<file path="config.mk">
export PLATFORM = sky130hd
export DESIGN_NAME = contiguous_page_run_allocator_top_flat
export DESIGN_NICKNAME = d
export VERILOG_FILES = /design/src/hdl/cpra_pkg.sv /design/src/hdl/cpra_if.sv /design/src/hdl/cpra_ram.sv /design/src/hdl/cpra_word_unit.sv /design/src/hdl/contiguous_page_run_allocator_top.sv /design/src/flat_wrapper.sv
export SDC_FILE = /design/constraint.sdc
export NUM_CORES = 2
export LEC_CHECK = 0
export BUFFER_PORTS_ARGS = -buffer_cell sky130_fd_sc_hd__buf_4
export CORE_ASPECT_RATIO = 0.9
export CORE_MARGIN = 4
export CORE_UTILIZATION = 35
export DETAILED_ROUTE_END_ITERATION = 7
export GPL_TIMING_DRIVEN = 0
export PLACE_DENSITY_LB_ADDON = 0.12
export SLEW_MARGIN = 20
export SYNTH_ARGS = -nofsm -noshare
export SYNTH_HDL_FRONTEND = slang
export SYNTH_HIERARCHICAL = 1
export SYNTH_SLANG_ARGS = --single-unit
</file>
<file path="constraint.sdc">
create_clock -name clk -period 11.8 [get_ports clk]
set_input_delay 0.59 -clock clk [delete_from_list [all_inputs] [get_ports clk]]
set_output_delay 0.59 -clock clk [all_outputs]
set_load 0.1 [all_outputs]
</file>
<file path="src/hdl/cpra_pkg.sv">
// Shared types, codes and constants for the contiguous page run allocator.
`default_nettype none
package cpra_pkg;

    localparam int OP_W    = 2;
    localparam int COUNT_W = 11;
    localparam int INDEX_W = 10;
    localparam int STAT_W  = 2;
    localparam int CFG_W   = 11;
    localparam int CFG_IDX_W = 1;
    localparam int PAGE_W  = 17;

    typedef logic [PAGE_W-1:0] page_t;
    typedef logic [1:0] ent_t;

    localparam logic [OP_W-1:0] OP_ALLOC = 2'd0;
    localparam logic [OP_W-1:0] OP_FREE  = 2'd1;
    localparam logic [OP_W-1:0] OP_INIT  = 2'd2;

    localparam logic [STAT_W-1:0] ST_OK       = 2'd0;
    localparam logic [STAT_W-1:0] ST_NOFIT    = 2'd1;
    localparam logic [STAT_W-1:0] ST_INACTIVE = 2'd2;

    localparam logic [CFG_IDX_W-1:0] CFG_TOTAL    = 1'd0;
    localparam logic [CFG_IDX_W-1:0] CFG_RESERVED = 1'd1;

    localparam logic [CFG_W-1:0] TOTAL_RESET    = 11'd1024;
    localparam logic [CFG_W-1:0] RESERVED_RESET = 11'd0;

    localparam ent_t ENT_FREE  = 2'b00;
    localparam ent_t ENT_MID   = 2'b01;
    localparam ent_t ENT_LAST  = 2'b10;
    localparam ent_t ENT_FIRST = 2'b11;

    typedef enum logic [1:0] {
        WU_INIT,
        WU_SCAN,
        WU_MARK,
        WU_FREE
    } wu_mode_t;

    typedef struct packed {
        wu_mode_t mode;
        page_t    base;
        page_t    size;
        page_t    count;
        page_t    run_in;
        page_t    lo;
        page_t    hi;
    } wu_ctl_t;

    typedef struct packed {
        logic  hit;
        logic  stop;
        page_t end_page;
        page_t run_out;
        page_t cleared;
    } wu_stat_t;

endpackage
`default_nettype wire

</file>
<file path="src/hdl/cpra_if.sv">
// Handshake channel interfaces: request, result and register write.
`default_nettype none
interface cpra_in_if;
    logic                         valid;
    logic                         ready;
    logic [cpra_pkg::OP_W-1:0]    operation;
    logic [cpra_pkg::COUNT_W-1:0] page_count;
    logic [cpra_pkg::INDEX_W-1:0] page_index;

    modport source (output valid, output operation, output page_count,
                    output page_index, input ready);
    modport sink (input valid, input operation, input page_count,
                  input page_index, output ready);
endinterface

interface cpra_out_if;
    logic                         valid;
    logic                         ready;
    logic [cpra_pkg::STAT_W-1:0]  status;
    logic [cpra_pkg::INDEX_W-1:0] first_page;
    logic [cpra_pkg::COUNT_W-1:0] pages_freed;

    modport source (output valid, output status, output first_page,
                    output pages_freed, input ready);
    modport sink (input valid, input status, input first_page,
                  input pages_freed, output ready);
endinterface

interface cpra_cfg_if;
    logic                           valid;
    logic                           ready;
    logic [cpra_pkg::CFG_IDX_W-1:0] index;
    logic [cpra_pkg::CFG_W-1:0]     data;

    modport source (output valid, output index, output data, input ready);
    modport sink (input valid, input index, input data, output ready);
endinterface
`default_nettype wire

</file>
<file path="src/hdl/cpra_ram.sv">
// Generic simple dual-port RAM with registered read.
`default_nettype none
module cpra_ram #(
    parameter int WIDTH = 32,
    parameter int DEPTH = 64
) (
    input  wire logic                                  clk,
    input  wire logic                                  we,
    input  wire logic [(DEPTH > 1 ? $clog2(DEPTH) : 1)-1:0] waddr,
    input  wire logic [WIDTH-1:0]                      wdata,
    input  wire logic [(DEPTH > 1 ? $clog2(DEPTH) : 1)-1:0] raddr,
    output logic      [WIDTH-1:0]                      rdata
);

    logic [WIDTH-1:0] mem [DEPTH];

    always_ff @(posedge clk)
    begin
        if (we)
        begin
            mem[waddr] <= wdata;
        end
        rdata <= mem[raddr];
    end

endmodule
`default_nettype wire

</file>
<file path="src/hdl/cpra_word_unit.sv">
// Shared word unit: evaluates or rewrites one map word of PPW pages.
`default_nettype none
module cpra_word_unit #(
    parameter int PPW = 16
) (
    input  wire cpra_pkg::wu_ctl_t ctl,
    input  wire logic [2*PPW-1:0]  rdata,
    output logic      [2*PPW-1:0]  wdata,
    output cpra_pkg::wu_stat_t     stat
);

    cpra_pkg::page_t pg  [PPW];
    cpra_pkg::page_t run [PPW];
    cpra_pkg::ent_t  code [PPW];
    logic [PPW-1:0] inmap;
    logic [PPW-1:0] is_free;
    logic [PPW-1:0] hit;
    logic [PPW-1:0] islast;
    logic [PPW-1:0] clr;

    always_comb
    begin : lane_eval
        logic            seen;
        cpra_pkg::page_t last_nf;
        logic            blocked;
        for (int j = 0; j < PPW; j++)
        begin
            pg[j]      = ctl.base + cpra_pkg::page_t'(j);
            code[j]    = rdata[2*j +: 2];
            inmap[j]   = pg[j] < ctl.size;
            is_free[j] = inmap[j] && (code[j] == cpra_pkg::ENT_FREE);
            islast[j]  = inmap[j] && (pg[j] >= ctl.lo) && (code[j] == cpra_pkg::ENT_LAST);
        end
        for (int j = 0; j < PPW; j++)
        begin
            seen    = 1'b0;
            last_nf = '0;
            blocked = 1'b0;
            for (int k = 0; k < PPW; k++)
            begin
                if (k <= j && !is_free[k])
                begin
                    seen    = 1'b1;
                    last_nf = cpra_pkg::page_t'(k);
                end
                if (k < j && islast[k])
                begin
                    blocked = 1'b1;
                end
            end
            if (!is_free[j])
            begin
                run[j] = '0;
            end
            else if (seen)
            begin
                run[j] = cpra_pkg::page_t'(j) - last_nf;
            end
            else
            begin
                run[j] = ctl.run_in + cpra_pkg::page_t'(j + 1);
            end
            hit[j] = is_free[j] && (run[j] >= ctl.count);
            clr[j] = inmap[j] && (pg[j] >= ctl.lo) && !blocked;
        end
    end

    always_comb
    begin
        stat.hit      = |hit;
        stat.stop     = |islast;
        stat.run_out  = run[PPW-1];
        stat.cleared  = cpra_pkg::page_t'($countones(clr));
        stat.end_page = '0;
        for (int j = PPW - 1; j >= 0; j--)
        begin
            if (hit[j])
            begin
                stat.end_page = pg[j];
            end
        end
    end

    always_comb
    begin
        for (int j = 0; j < PPW; j++)
        begin
            case (ctl.mode)
                cpra_pkg::WU_INIT:
                begin
                    wdata[2*j +: 2] = (pg[j] < ctl.lo) ? cpra_pkg::ENT_LAST
                                                       : cpra_pkg::ENT_FREE;
                end
                cpra_pkg::WU_MARK:
                begin
                    if (pg[j] >= ctl.lo && pg[j] <= ctl.hi)
                    begin
                        if (pg[j] == ctl.hi)
                        begin
                            wdata[2*j +: 2] = cpra_pkg::ENT_LAST;
                        end
                        else if (pg[j] == ctl.lo)
                        begin
                            wdata[2*j +: 2] = cpra_pkg::ENT_FIRST;
                        end
                        else
                        begin
                            wdata[2*j +: 2] = cpra_pkg::ENT_MID;
                        end
                    end
                    else
                    begin
                        wdata[2*j +: 2] = code[j];
                    end
                end
                cpra_pkg::WU_FREE:
                begin
                    wdata[2*j +: 2] = clr[j] ? cpra_pkg::ENT_FREE : code[j];
                end
                default:
                begin
                    wdata[2*j +: 2] = code[j];
                end
            endcase
        end
    end

endmodule
`default_nettype wire

</file>
<file path="src/hdl/contiguous_page_run_allocator_top.sv">
// Top level: sequencer over the page map RAM and the shared word unit.
// After reset a clearing pass writes all WORDS map words, ready low.
// Allocate: reads and evaluates each word up to the run's last page, then reads and rewrites each word marked.
// Free: reads and rewrites each word from word 0 through the word holding the end marker or the map's end.
// Initialize: writes all WORDS map words; every item then passes through S_DONE to the output register.
// One item at a time through the RAM port and word unit.
`default_nettype none
module contiguous_page_run_allocator_top #(
    parameter int PAGES          = 1024,
    parameter int PAGES_PER_WORD = 16
) (
    input  wire logic  clk,
    input  wire logic  rst_n,
    cpra_in_if.sink    in_ch,
    cpra_out_if.source out_ch,
    cpra_cfg_if.sink   cfg
);

    localparam int WORDS = (PAGES + PAGES_PER_WORD - 1) / PAGES_PER_WORD;
    localparam int AW    = (WORDS > 1) ? $clog2(WORDS) : 1;
    localparam int WW    = 2 * PAGES_PER_WORD;
    localparam logic [AW-1:0]   LAST_ADDR = AW'(WORDS - 1);
    localparam cpra_pkg::page_t PAGES_P   = cpra_pkg::page_t'(PAGES);
    localparam cpra_pkg::page_t STEP_P    = cpra_pkg::page_t'(PAGES_PER_WORD);

    typedef enum logic [9:0] {
        S_CLEAR = 10'b0000000001,
        S_IDLE  = 10'b0000000010,
        S_INIT  = 10'b0000000100,
        S_ARD   = 10'b0000001000,
        S_AEVAL = 10'b0000010000,
        S_MRD   = 10'b0000100000,
        S_MWR   = 10'b0001000000,
        S_FRD   = 10'b0010000000,
        S_FWR   = 10'b0100000000,
        S_DONE  = 10'b1000000000
    } state_t;

    state_t state_reg, state_next;
    logic [cpra_pkg::OP_W-1:0]    op_reg, op_next;
    cpra_pkg::page_t              count_reg, count_next;
    cpra_pkg::page_t              index_reg, index_next;
    logic [AW-1:0]                addr_reg, addr_next;
    cpra_pkg::page_t              base_reg, base_next;
    cpra_pkg::page_t              run_reg, run_next;
    cpra_pkg::page_t              lo_reg, lo_next;
    cpra_pkg::page_t              hi_reg, hi_next;
    cpra_pkg::page_t              freed_reg, freed_next;
    logic [cpra_pkg::STAT_W-1:0]  res_status_reg, res_status_next;
    logic [cpra_pkg::INDEX_W-1:0] res_first_reg, res_first_next;
    logic                         active_reg, active_next;
    logic [cpra_pkg::CFG_W-1:0]   total_reg, total_next;
    logic [cpra_pkg::CFG_W-1:0]   reserved_reg, reserved_next;
    logic                         out_valid_reg, out_valid_next;
    logic [cpra_pkg::STAT_W-1:0]  out_status_reg, out_status_next;
    logic [cpra_pkg::INDEX_W-1:0] out_first_reg, out_first_next;
    logic [cpra_pkg::COUNT_W-1:0] out_freed_reg, out_freed_next;

    cpra_pkg::page_t    size;
    cpra_pkg::page_t    base_plus;
    logic               at_end;
    logic               in_take;
    logic               out_load;
    logic               ram_we;
    logic [WW-1:0]      ram_rdata;
    logic [WW-1:0]      ram_wdata;
    cpra_pkg::wu_ctl_t  wu_ctl;
    cpra_pkg::wu_stat_t wu_stat;

    assign size = (cpra_pkg::page_t'(total_reg) < PAGES_P) ? cpra_pkg::page_t'(total_reg)
                                                          : PAGES_P;
    assign base_plus = base_reg + STEP_P;
    assign at_end    = (base_plus >= size) || (addr_reg == LAST_ADDR);

    assign in_ch.ready = (state_reg == S_IDLE);
    assign in_take     = in_ch.valid && in_ch.ready;
    assign cfg.ready   = 1'b1;

    assign out_ch.valid       = out_valid_reg;
    assign out_ch.status      = out_status_reg;
    assign out_ch.first_page  = out_first_reg;
    assign out_ch.pages_freed = out_freed_reg;
    assign out_load = (state_reg == S_DONE) && (!out_valid_reg || out_ch.ready);

    assign ram_we = (state_reg == S_CLEAR) || (state_reg == S_INIT)
                 || (state_reg == S_MWR) || (state_reg == S_FWR);

    always_comb
    begin
        wu_ctl.base   = base_reg;
        wu_ctl.size   = size;
        wu_ctl.count  = count_reg;
        wu_ctl.run_in = run_reg;
        wu_ctl.lo     = lo_reg;
        wu_ctl.hi     = hi_reg;
        case (state_reg)
            S_CLEAR, S_INIT: wu_ctl.mode = cpra_pkg::WU_INIT;
            S_MWR:           wu_ctl.mode = cpra_pkg::WU_MARK;
            S_FWR:
            begin
                wu_ctl.mode = cpra_pkg::WU_FREE;
                wu_ctl.lo   = index_reg;
            end
            default:         wu_ctl.mode = cpra_pkg::WU_SCAN;
        endcase
    end

    cpra_ram #(
        .WIDTH (WW),
        .DEPTH (WORDS)
    ) u_map (
        .clk   (clk),
        .we    (ram_we),
        .waddr (addr_reg),
        .wdata (ram_wdata),
        .raddr (addr_reg),
        .rdata (ram_rdata)
    );

    cpra_word_unit #(
        .PPW (PAGES_PER_WORD)
    ) u_word (
        .ctl   (wu_ctl),
        .rdata (ram_rdata),
        .wdata (ram_wdata),
        .stat  (wu_stat)
    );

    always_comb
    begin
        total_next    = total_reg;
        reserved_next = reserved_reg;
        if (cfg.valid && cfg.ready)
        begin
            case (cfg.index)
                cpra_pkg::CFG_TOTAL:    total_next    = cfg.data;
                cpra_pkg::CFG_RESERVED: reserved_next = cfg.data;
                default:                total_next    = total_reg;
            endcase
        end
    end

    always_comb
    begin
        state_next      = state_reg;
        op_next         = op_reg;
        count_next      = count_reg;
        index_next      = index_reg;
        addr_next       = addr_reg;
        base_next       = base_reg;
        run_next        = run_reg;
        lo_next         = lo_reg;
        hi_next         = hi_reg;
        freed_next      = freed_reg;
        res_status_next = res_status_reg;
        res_first_next  = res_first_reg;
        active_next     = active_reg;
        out_valid_next  = out_valid_reg;
        out_status_next = out_status_reg;
        out_first_next  = out_first_reg;
        out_freed_next  = out_freed_reg;

        if (out_load)
        begin
            out_valid_next  = 1'b1;
            out_status_next = res_status_reg;
            out_first_next  = res_first_reg;
            out_freed_next  = freed_reg[cpra_pkg::COUNT_W-1:0];
        end
        else if (out_ch.ready)
        begin
            out_valid_next = 1'b0;
        end

        case (state_reg)
            S_CLEAR, S_INIT:
            begin
                if (addr_reg == LAST_ADDR)
                begin
                    if (state_reg == S_INIT)
                    begin
                        active_next = 1'b1;
                        state_next  = S_DONE;
                    end
                    else
                    begin
                        state_next = S_IDLE;
                    end
                end
                else
                begin
                    addr_next = addr_reg + AW'(1);
                    base_next = base_plus;
                end
            end
            S_IDLE:
            begin
                if (in_take)
                begin
                    op_next         = in_ch.operation;
                    count_next      = cpra_pkg::page_t'(in_ch.page_count);
                    index_next      = cpra_pkg::page_t'(in_ch.page_index);
                    addr_next       = '0;
                    base_next       = '0;
                    run_next        = '0;
                    freed_next      = '0;
                    res_status_next = cpra_pkg::ST_OK;
                    res_first_next  = '0;
                    case (in_ch.operation)
                        cpra_pkg::OP_INIT:
                        begin
                            lo_next    = cpra_pkg::page_t'(reserved_reg);
                            state_next = S_INIT;
                        end
                        cpra_pkg::OP_ALLOC:
                        begin
                            if (!active_reg)
                            begin
                                res_status_next = cpra_pkg::ST_INACTIVE;
                                state_next      = S_DONE;
                            end
                            else if (in_ch.page_count == '0)
                            begin
                                res_status_next = cpra_pkg::ST_NOFIT;
                                state_next      = S_DONE;
                            end
                            else
                            begin
                                state_next = S_ARD;
                            end
                        end
                        cpra_pkg::OP_FREE:
                        begin
                            if (!active_reg)
                            begin
                                res_status_next = cpra_pkg::ST_INACTIVE;
                                state_next      = S_DONE;
                            end
                            else
                            begin
                                state_next = S_FRD;
                            end
                        end
                        default:
                        begin
                            state_next = S_DONE;
                        end
                    endcase
                end
            end
            S_ARD:
            begin
                state_next = S_AEVAL;
            end
            S_AEVAL:
            begin
                if (wu_stat.hit)
                begin
                    hi_next    = wu_stat.end_page;
                    lo_next    = wu_stat.end_page + cpra_pkg::page_t'(1) - count_reg;
                    state_next = S_MRD;
                end
                else if (at_end)
                begin
                    res_status_next = cpra_pkg::ST_NOFIT;
                    state_next      = S_DONE;
                end
                else
                begin
                    addr_next  = addr_reg + AW'(1);
                    base_next  = base_plus;
                    run_next   = wu_stat.run_out;
                    state_next = S_ARD;
                end
            end
            S_MRD:
            begin
                state_next = S_MWR;
            end
            S_MWR:
            begin
                if (base_reg <= lo_reg)
                begin
                    res_first_next = lo_reg[cpra_pkg::INDEX_W-1:0];
                    state_next     = S_DONE;
                end
                else
                begin
                    addr_next  = addr_reg - AW'(1);
                    base_next  = base_reg - STEP_P;
                    state_next = S_MRD;
                end
            end
            S_FRD:
            begin
                state_next = S_FWR;
            end
            S_FWR:
            begin
                freed_next = freed_reg + wu_stat.cleared;
                if (wu_stat.stop || at_end)
                begin
                    state_next = S_DONE;
                end
                else
                begin
                    addr_next  = addr_reg + AW'(1);
                    base_next  = base_plus;
                    state_next = S_FRD;
                end
            end
            S_DONE:
            begin
                if (out_load)
                begin
                    state_next = S_IDLE;
                end
            end
            default:
            begin
                state_next = S_CLEAR;
            end
        endcase
    end

    always_ff @(posedge clk or negedge rst_n)
    begin
        if (!rst_n)
        begin
            state_reg     <= S_CLEAR;
            addr_reg      <= '0;
            base_reg      <= '0;
            lo_reg        <= '0;
            active_reg    <= 1'b0;
            total_reg     <= cpra_pkg::TOTAL_RESET;
            reserved_reg  <= cpra_pkg::RESERVED_RESET;
            out_valid_reg <= 1'b0;
        end
        else
        begin
            state_reg     <= state_next;
            addr_reg      <= addr_next;
            base_reg      <= base_next;
            lo_reg        <= lo_next;
            active_reg    <= active_next;
            total_reg     <= total_next;
            reserved_reg  <= reserved_next;
            out_valid_reg <= out_valid_next;
        end
    end

    always_ff @(posedge clk)
    begin
        op_reg         <= op_next;
        count_reg      <= count_next;
        index_reg      <= index_next;
        run_reg        <= run_next;
        hi_reg         <= hi_next;
        freed_reg      <= freed_next;
        res_status_reg <= res_status_next;
        res_first_reg  <= res_first_next;
        out_status_reg <= out_status_next;
        out_first_reg  <= out_first_next;
        out_freed_reg  <= out_freed_next;
    end

    a_state_onehot: assert property (@(posedge clk) disable iff (!rst_n)
        $onehot(state_reg))
        else $error("state register not one-hot");

    a_clear_once: assert property (@(posedge clk) disable iff (!rst_n)
        (state_reg != S_CLEAR) |=> (state_reg != S_CLEAR))
        else $error("clearing pass re-entered after reset");

    a_mark_order: assert property (@(posedge clk) disable iff (!rst_n)
        (state_reg == S_MWR) |-> (lo_reg <= hi_reg))
        else $error("run start beyond run end while marking");

    a_mark_active: assert property (@(posedge clk) disable iff (!rst_n)
        ((state_reg == S_MRD) || (state_reg == S_FRD)) |-> active_reg)
        else $error("map touched before initialize");

    a_freed_bound: assert property (@(posedge clk) disable iff (!rst_n)
        (state_reg == S_DONE && op_reg == cpra_pkg::OP_FREE) |-> (freed_reg <= size))
        else $error("freed count exceeds map size");

endmodule
`default_nettype wire

</file>
<file path="src/flat_wrapper.sv">
// flat-port wrapper written by rule: the top's interface ports become plain ports
module contiguous_page_run_allocator_top_flat 
#(
    parameter int PAGES          = 1024,
    parameter int PAGES_PER_WORD = 16
)
  (clk, rst_n, in_ch_valid, in_ch_operation, in_ch_page_count, in_ch_page_index, in_ch_ready, out_ch_valid, out_ch_status, out_ch_first_page, out_ch_pages_freed, out_ch_ready, cfg_valid, cfg_index, cfg_data, cfg_ready);
  cpra_in_if in_ch_i ();
  cpra_out_if out_ch_i ();
  cpra_cfg_if cfg_i ();
  input  wire logic clk;
  input  wire logic rst_n;
  input wire logic [$bits(in_ch_i.valid)-1:0] in_ch_valid;
  input wire logic [$bits(in_ch_i.operation)-1:0] in_ch_operation;
  input wire logic [$bits(in_ch_i.page_count)-1:0] in_ch_page_count;
  input wire logic [$bits(in_ch_i.page_index)-1:0] in_ch_page_index;
  output wire logic [$bits(in_ch_i.ready)-1:0] in_ch_ready;
  output wire logic [$bits(out_ch_i.valid)-1:0] out_ch_valid;
  output wire logic [$bits(out_ch_i.status)-1:0] out_ch_status;
  output wire logic [$bits(out_ch_i.first_page)-1:0] out_ch_first_page;
  output wire logic [$bits(out_ch_i.pages_freed)-1:0] out_ch_pages_freed;
  input wire logic [$bits(out_ch_i.ready)-1:0] out_ch_ready;
  input wire logic [$bits(cfg_i.valid)-1:0] cfg_valid;
  input wire logic [$bits(cfg_i.index)-1:0] cfg_index;
  input wire logic [$bits(cfg_i.data)-1:0] cfg_data;
  output wire logic [$bits(cfg_i.ready)-1:0] cfg_ready;
  assign in_ch_i.valid = in_ch_valid;
  assign in_ch_i.operation = in_ch_operation;
  assign in_ch_i.page_count = in_ch_page_count;
  assign in_ch_i.page_index = in_ch_page_index;
  assign in_ch_ready = in_ch_i.ready;
  assign out_ch_valid = out_ch_i.valid;
  assign out_ch_status = out_ch_i.status;
  assign out_ch_first_page = out_ch_i.first_page;
  assign out_ch_pages_freed = out_ch_i.pages_freed;
  assign out_ch_i.ready = out_ch_ready;
  assign cfg_i.valid = cfg_valid;
  assign cfg_i.index = cfg_index;
  assign cfg_i.data = cfg_data;
  assign cfg_ready = cfg_i.ready;
  contiguous_page_run_allocator_top #(.PAGES(PAGES), .PAGES_PER_WORD(PAGES_PER_WORD)) u_core (.clk(clk), .rst_n(rst_n), .in_ch(in_ch_i), .out_ch(out_ch_i), .cfg(cfg_i));
endmodule
</file>
After elaboration in Yosys (flattened, before gate mapping)
Memories as Yosys holds them, arrays and structs flattened. A register that Yosys moved wholly into a read port is not among the register bits.
Cells that the tools add are included.
Word-level totals
  memories kept: 1
  output and inout bits: 26
  memory bits (writable): 2048
  input port bits: 40
  register bits after elaboration: 181
  logic and storage cells: 646
Memory list
  u_core.u_map.mem: depth 64, bits a word 32, rd ports 1, clocked after Yosys merged registers in 1, write ports 1, line cpra_ram.sv:15  | logic [WIDTH-1:0] mem [DEPTH];
Cells by class
  mux-type cells: 242
  bitwise logic cells: 1
  add/sub/neg operators: 68
  eq/ne operators: 75
  reductions and logical operators: 158
  magnitude comparators: 83
Operators by type and width (count)
  $mux W17: 71
  $eq A17 B17 Y1: 32
  $lt A17 B17 Y1: 32
  $ge A17 B17 Y1: 17
  $le A17 B17 Y1: 17
  $add A17 B4 Y17 const B: 16
  $ge A17 B11 Y1: 16
  $mux W2: 87
  $add A17 B3 Y17 const B: 8
  $sub A4 B17 Y17 const A: 8
  $mux W10: 13
  $pmux W17 S2: 3
  $pmux W2 S3: 17
  $logic_and A1 B1 Y1: 97
  $pmux W10 S9: 1
  $pmux W17 S5: 1
  $add A17 B2 Y17 const B: 4
  $sub A3 B17 Y17 const A: 4
  $add A17 B1 Y17 const B: 3
  $eq A2 B2 Y1 const B: 19
  $mux W1: 37
  $logic_not A2 Y1: 18
  $mux W6: 6
  $add A17 B5 Y17 const B: 2
  other kinds (43): 98

Logic depth before layout (Yosys ltp)
  depth in word-level cells: 44
  gate-level depth with buffers: 52
  gate-level depth less buffers: 47

By module
The synthesis kept the hierarchy.
Modules (own cells, without submodules)
  cpra_ram: area each 79039.6 sq um, seq. area each 62139.6 sq um, times used 1, cells an instance 3511
  cpra_word_unit: area each 35796.8 sq um, seq. area each 0.0 sq um, times used 1, cells an instance 4946
  contiguous_page_run_allocator_top: area each 9280.2 sq um, seq. area each 4787.1 sq um, times used 1, cells an instance 843

Worst setup path before layout
Ideal clock, no wire load.
  path kind: register to register
  start: reg u_core.base_reg[12]
  end: reg u_core.lo_reg[15]
  buffers on the path: 4
  setup time: 0.083 ns
  arrival: 9.316 ns
  clock period less this slack: 9.399 ns
  data required time: 11.717 ns
  path slack: 2.401 ns
  stages on the path, launching flop included: 45
  cells stage by stage: dfrtp_1 clkbuf_1 clkbuf_1 clkbuf_1 xnor2_1 ha_1 a21oi_1 o21ai_1 a2111oi_0 a21boi_0 nand3_1 nand2_1 inv_1 o21ai_0 inv_1 o311a_1 ha_1 o21ai_0 [9 not listed] a22o_1 o221ai_1 a31oi_1 o41ai_1 inv_1 ha_1 inv_1 ha_1 inv_1 fa_1 nor2b_1 o21ai_0 a21o_1 a21oi_1 a211o_1 a31oi_1 xor2_1 o21ai_0
RTL lines
  start: declaration: line contiguous_page_run_allocator_top.sv:44  | cpra_pkg::page_t base_reg, base_next;
  start signal: assignment: line contiguous_page_run_allocator_top.sv:343  | base_reg <= base_next;
  end signal: assignment: line contiguous_page_run_allocator_top.sv:344  | lo_reg <= lo_next;
  end: declaration: line contiguous_page_run_allocator_top.sv:46  | cpra_pkg::page_t lo_reg, lo_next;

==> out/qor.csv <==
stage;metric;value;unit
placement;dpl cell area;136800;µm²
sta;count of pins over their slew limit;0;
floorplanning;I/O pin count;66;
finish;area added between synthesis and finish;17.61;%
clocking;H-tree Lvls;4;
worst_setup_path;Worst Reg-to-Reg Cells;39;
routing;initial DRC count;9745;
sta;hold slack final;0.1098;ns
min_path;Min-Delay Path Class;in2reg;
worst_setup_path;Worst Path Arrival;12.40;ns
routing;Post-route DRC;0;
floorplanning;chip height;572.8;µm
finish;Non-Filler Instances;14860;
sta;Rel. slew slack;0.1335;
yosys;cell count after synthesis;9294;
placement;Final HPWL DP;417600;µm
worst_setup_path;highest net fanout along the worst path;11;
min_path;hold depth;3;
floorplanning;Die W;635.6;µm
routing;Routed WL per cell;37.30;µm
worst_setup_path;Worst Setup End Kind;flip-flop;
routing;DR vias;89630;
floorplanning;row count;207;
routing;antenna viol nets, final;0;
floorplanning;CORE AREA;353300;µm²
flow_run;max cap viols;0;
sta;Fmax;85.95;MHz
power_and_ir_drop;combinational share of power;0.050;
yosys;mapped cell area;124100;µm²
sta;Clock Skew;0.09825;ns
finish;nets;11090;
clocking;Max clock buf depth;4;
placement;placed insts;14350;
finish;share of cells above drive strength 1;0.1717;
sta;Tightest Pin Transition;1.295;ns
global_route;antenna violations before repair;33;
placement;Placer Congestion;1.048;
power_and_ir_drop;Leakage;50.03;nW
clocking;Clock Latency Late Sink;0.95;ns
global_route;gr ovfl total;0;
power_and_ir_drop;Psw;0.003812;W
power_and_ir_drop;Sw Share;0.2249;
power_and_ir_drop;Seq pwr share;0.511;
routing;drt via density;6.031;
global_route;Global Route Usage Sum;0.2954;
power_and_ir_drop;Clock power frac;0.439;
worst_setup_path;Startpoint Class;flip-flop;
placement;IO Port Bufs;64;
clocking;Root Buffer;clkbuf_16;
sta;endpoints failing setup;0;
power_and_ir_drop;Int Power;0.01314;W
finish;Largest Register;u_core/u_map/mem;
routing;WL final;554300;µm
worst_setup_path;required time worst endpoint;12.57;ns
clocking;CTS sink cnt;2251;
worst_setup_path;critical path type;reg2reg;
finish;Design Area, Final;145900;µm²
sta;fin crit period;11.63;ns
clocking;CTS tree;done;
outcome;status;finished clean;
sta;Final Hold Viols;0;
power_and_ir_drop;pwr dens;116.2;nW/µm²
power_and_ir_drop;total power;0.01695;W
routing;DR pass1 iterations;6;
power_and_ir_drop;peak supply drop;0.1324;mV
finish;Regs by FF count;u_core/u_map/mem (2048), u_core/u_map/rdata (32);
floorplanning;die area;364100;µm²
finish;max FFs per register;2048;
clocking;cts bufs inserted;238;
global_route;first-pass GRT wire length;745200;µm
clocking;CTS clk-pin slew, worst paths;0.06;ns
yosys;Ys Warns;6;
floorplanning;initial core utilization;0.3512;
sta;crit share post-route;0.9860;
worst_setup_path;Crit-path slowest cell;xor2_1;
global_route;vias in the first global route;87270;
yosys;synthesized area per cell;13.35;µm²
global_route;pin count of the biggest net entering global routing;71;
worst_setup_path;max incr delay on CP;0.74;ns
[worst max-delay path, delay by kind of cell (launching register included)]
kind,cells,cell delay (ns)
flip-flops,1,0.56
AND/OR/NAND/NOR,6,1.55
adder cells (fa/ha/maj),4,1.36
AO/OA/AOI/OAI,20,5.26
XOR/XNOR,2,0.92
buffers and inverters,7,1.83
[power by group through the flow]
stage | clock, W | combinational, W | sequential, W
2_1_floorplan | 0 | 0.000430 | 0.00883
3_3_place_gp | 0 | 0.000681 | 0.00884
3_5_place_dp | 0 | 0.000743 | 0.00884
4_1_cts | 0.00761 | 0.000760 | 0.00867
5_1_grt | 0.00796 | 0.000900 | 0.00866
6_report | 0.00744 | 0.000849 | 0.00867
[worst paths after layout]
check                                   startpoint                          end  slack (ns)
setup / recovery               u_core/base_reg[10]            u_core/lo_reg[16]        0.17
hold / removal                           cfg_index          u_core/total_reg[0]        0.11
setup reg to reg               u_core/base_reg[10]            u_core/lo_reg[16]        0.17
hold reg to reg            u_core/res_first_reg[4]  u_core/out_ch.first_page[4]        0.41
max in group asynchronous                    rst_n         u_core/total_reg[10]       11.05
min in group asynchronous                    rst_n          u_core/state_reg[1]        0.13
[through the flow]
stage	setup TNS [ns]	setup WS (ns)	utilization
floorplan	0	2.401	-
global placement	-2420.67	-6.587	0.3697
detailed placement	-90.07	-3.033	0.3873
CTS	0	0.009095	0.4117
global route	-0.0009130	-0.0009130	0.4129
finish	0	0.1656	0.4131
[layout make-up]
class | instances | area, µm²
multi-input cells | 6429 | 56030
diodes | 19 | 47.55
flip-flops and latches | 2251 | 66950
well taps | 4702 | 5883
fillers | 32770 | 207400
inverters | 243 | 913.4
clock buffers | 291 | 6216
plain buffers | 410 | 2305
repair buffers | 370 | 6175
clock inverters | 145 | 1401
[cells in the final DEF (no fill, tap or decap), types with 77 or more instances in the layout]
cell type  count
buf_2         80
nand4_1      169
clkbuf_16    239
a21oi_1      505
ha_1        1094
buf_4        148
mux4_2       446
a21o_1       221
nand2_1      483
clkbuf_1     227
a211oi_1      77
xnor2_1      257
nor2_1       660
edfxtp_1    2149
buf_16        78
o21ai_0      234
a22oi_1      149
nor2b_1      107
xor2_1       141
nand3_1      206
mux2i_1      209
inv_1        194
buf_12       132
nor3_1       110
[layer usage]
layer,vias up,share of wire,GRT usage
met4,10,0.060,0.1468
met3,1001,0.070,0.04975
met2,4084,0.46,0.4693
met1,46800,0.41,0.3907
met5,-,0.00020,0.001177
li1,37740,-,-
[timing repair]
item,CTS,global route
setup buffers,8,15
endpoints found under the hold margin,116,0
hold buffers,36,0
resized for setup,166,62
setup endpoints to repair,95,16
pin swaps,5,8
(Power assumes the default switching activity.)
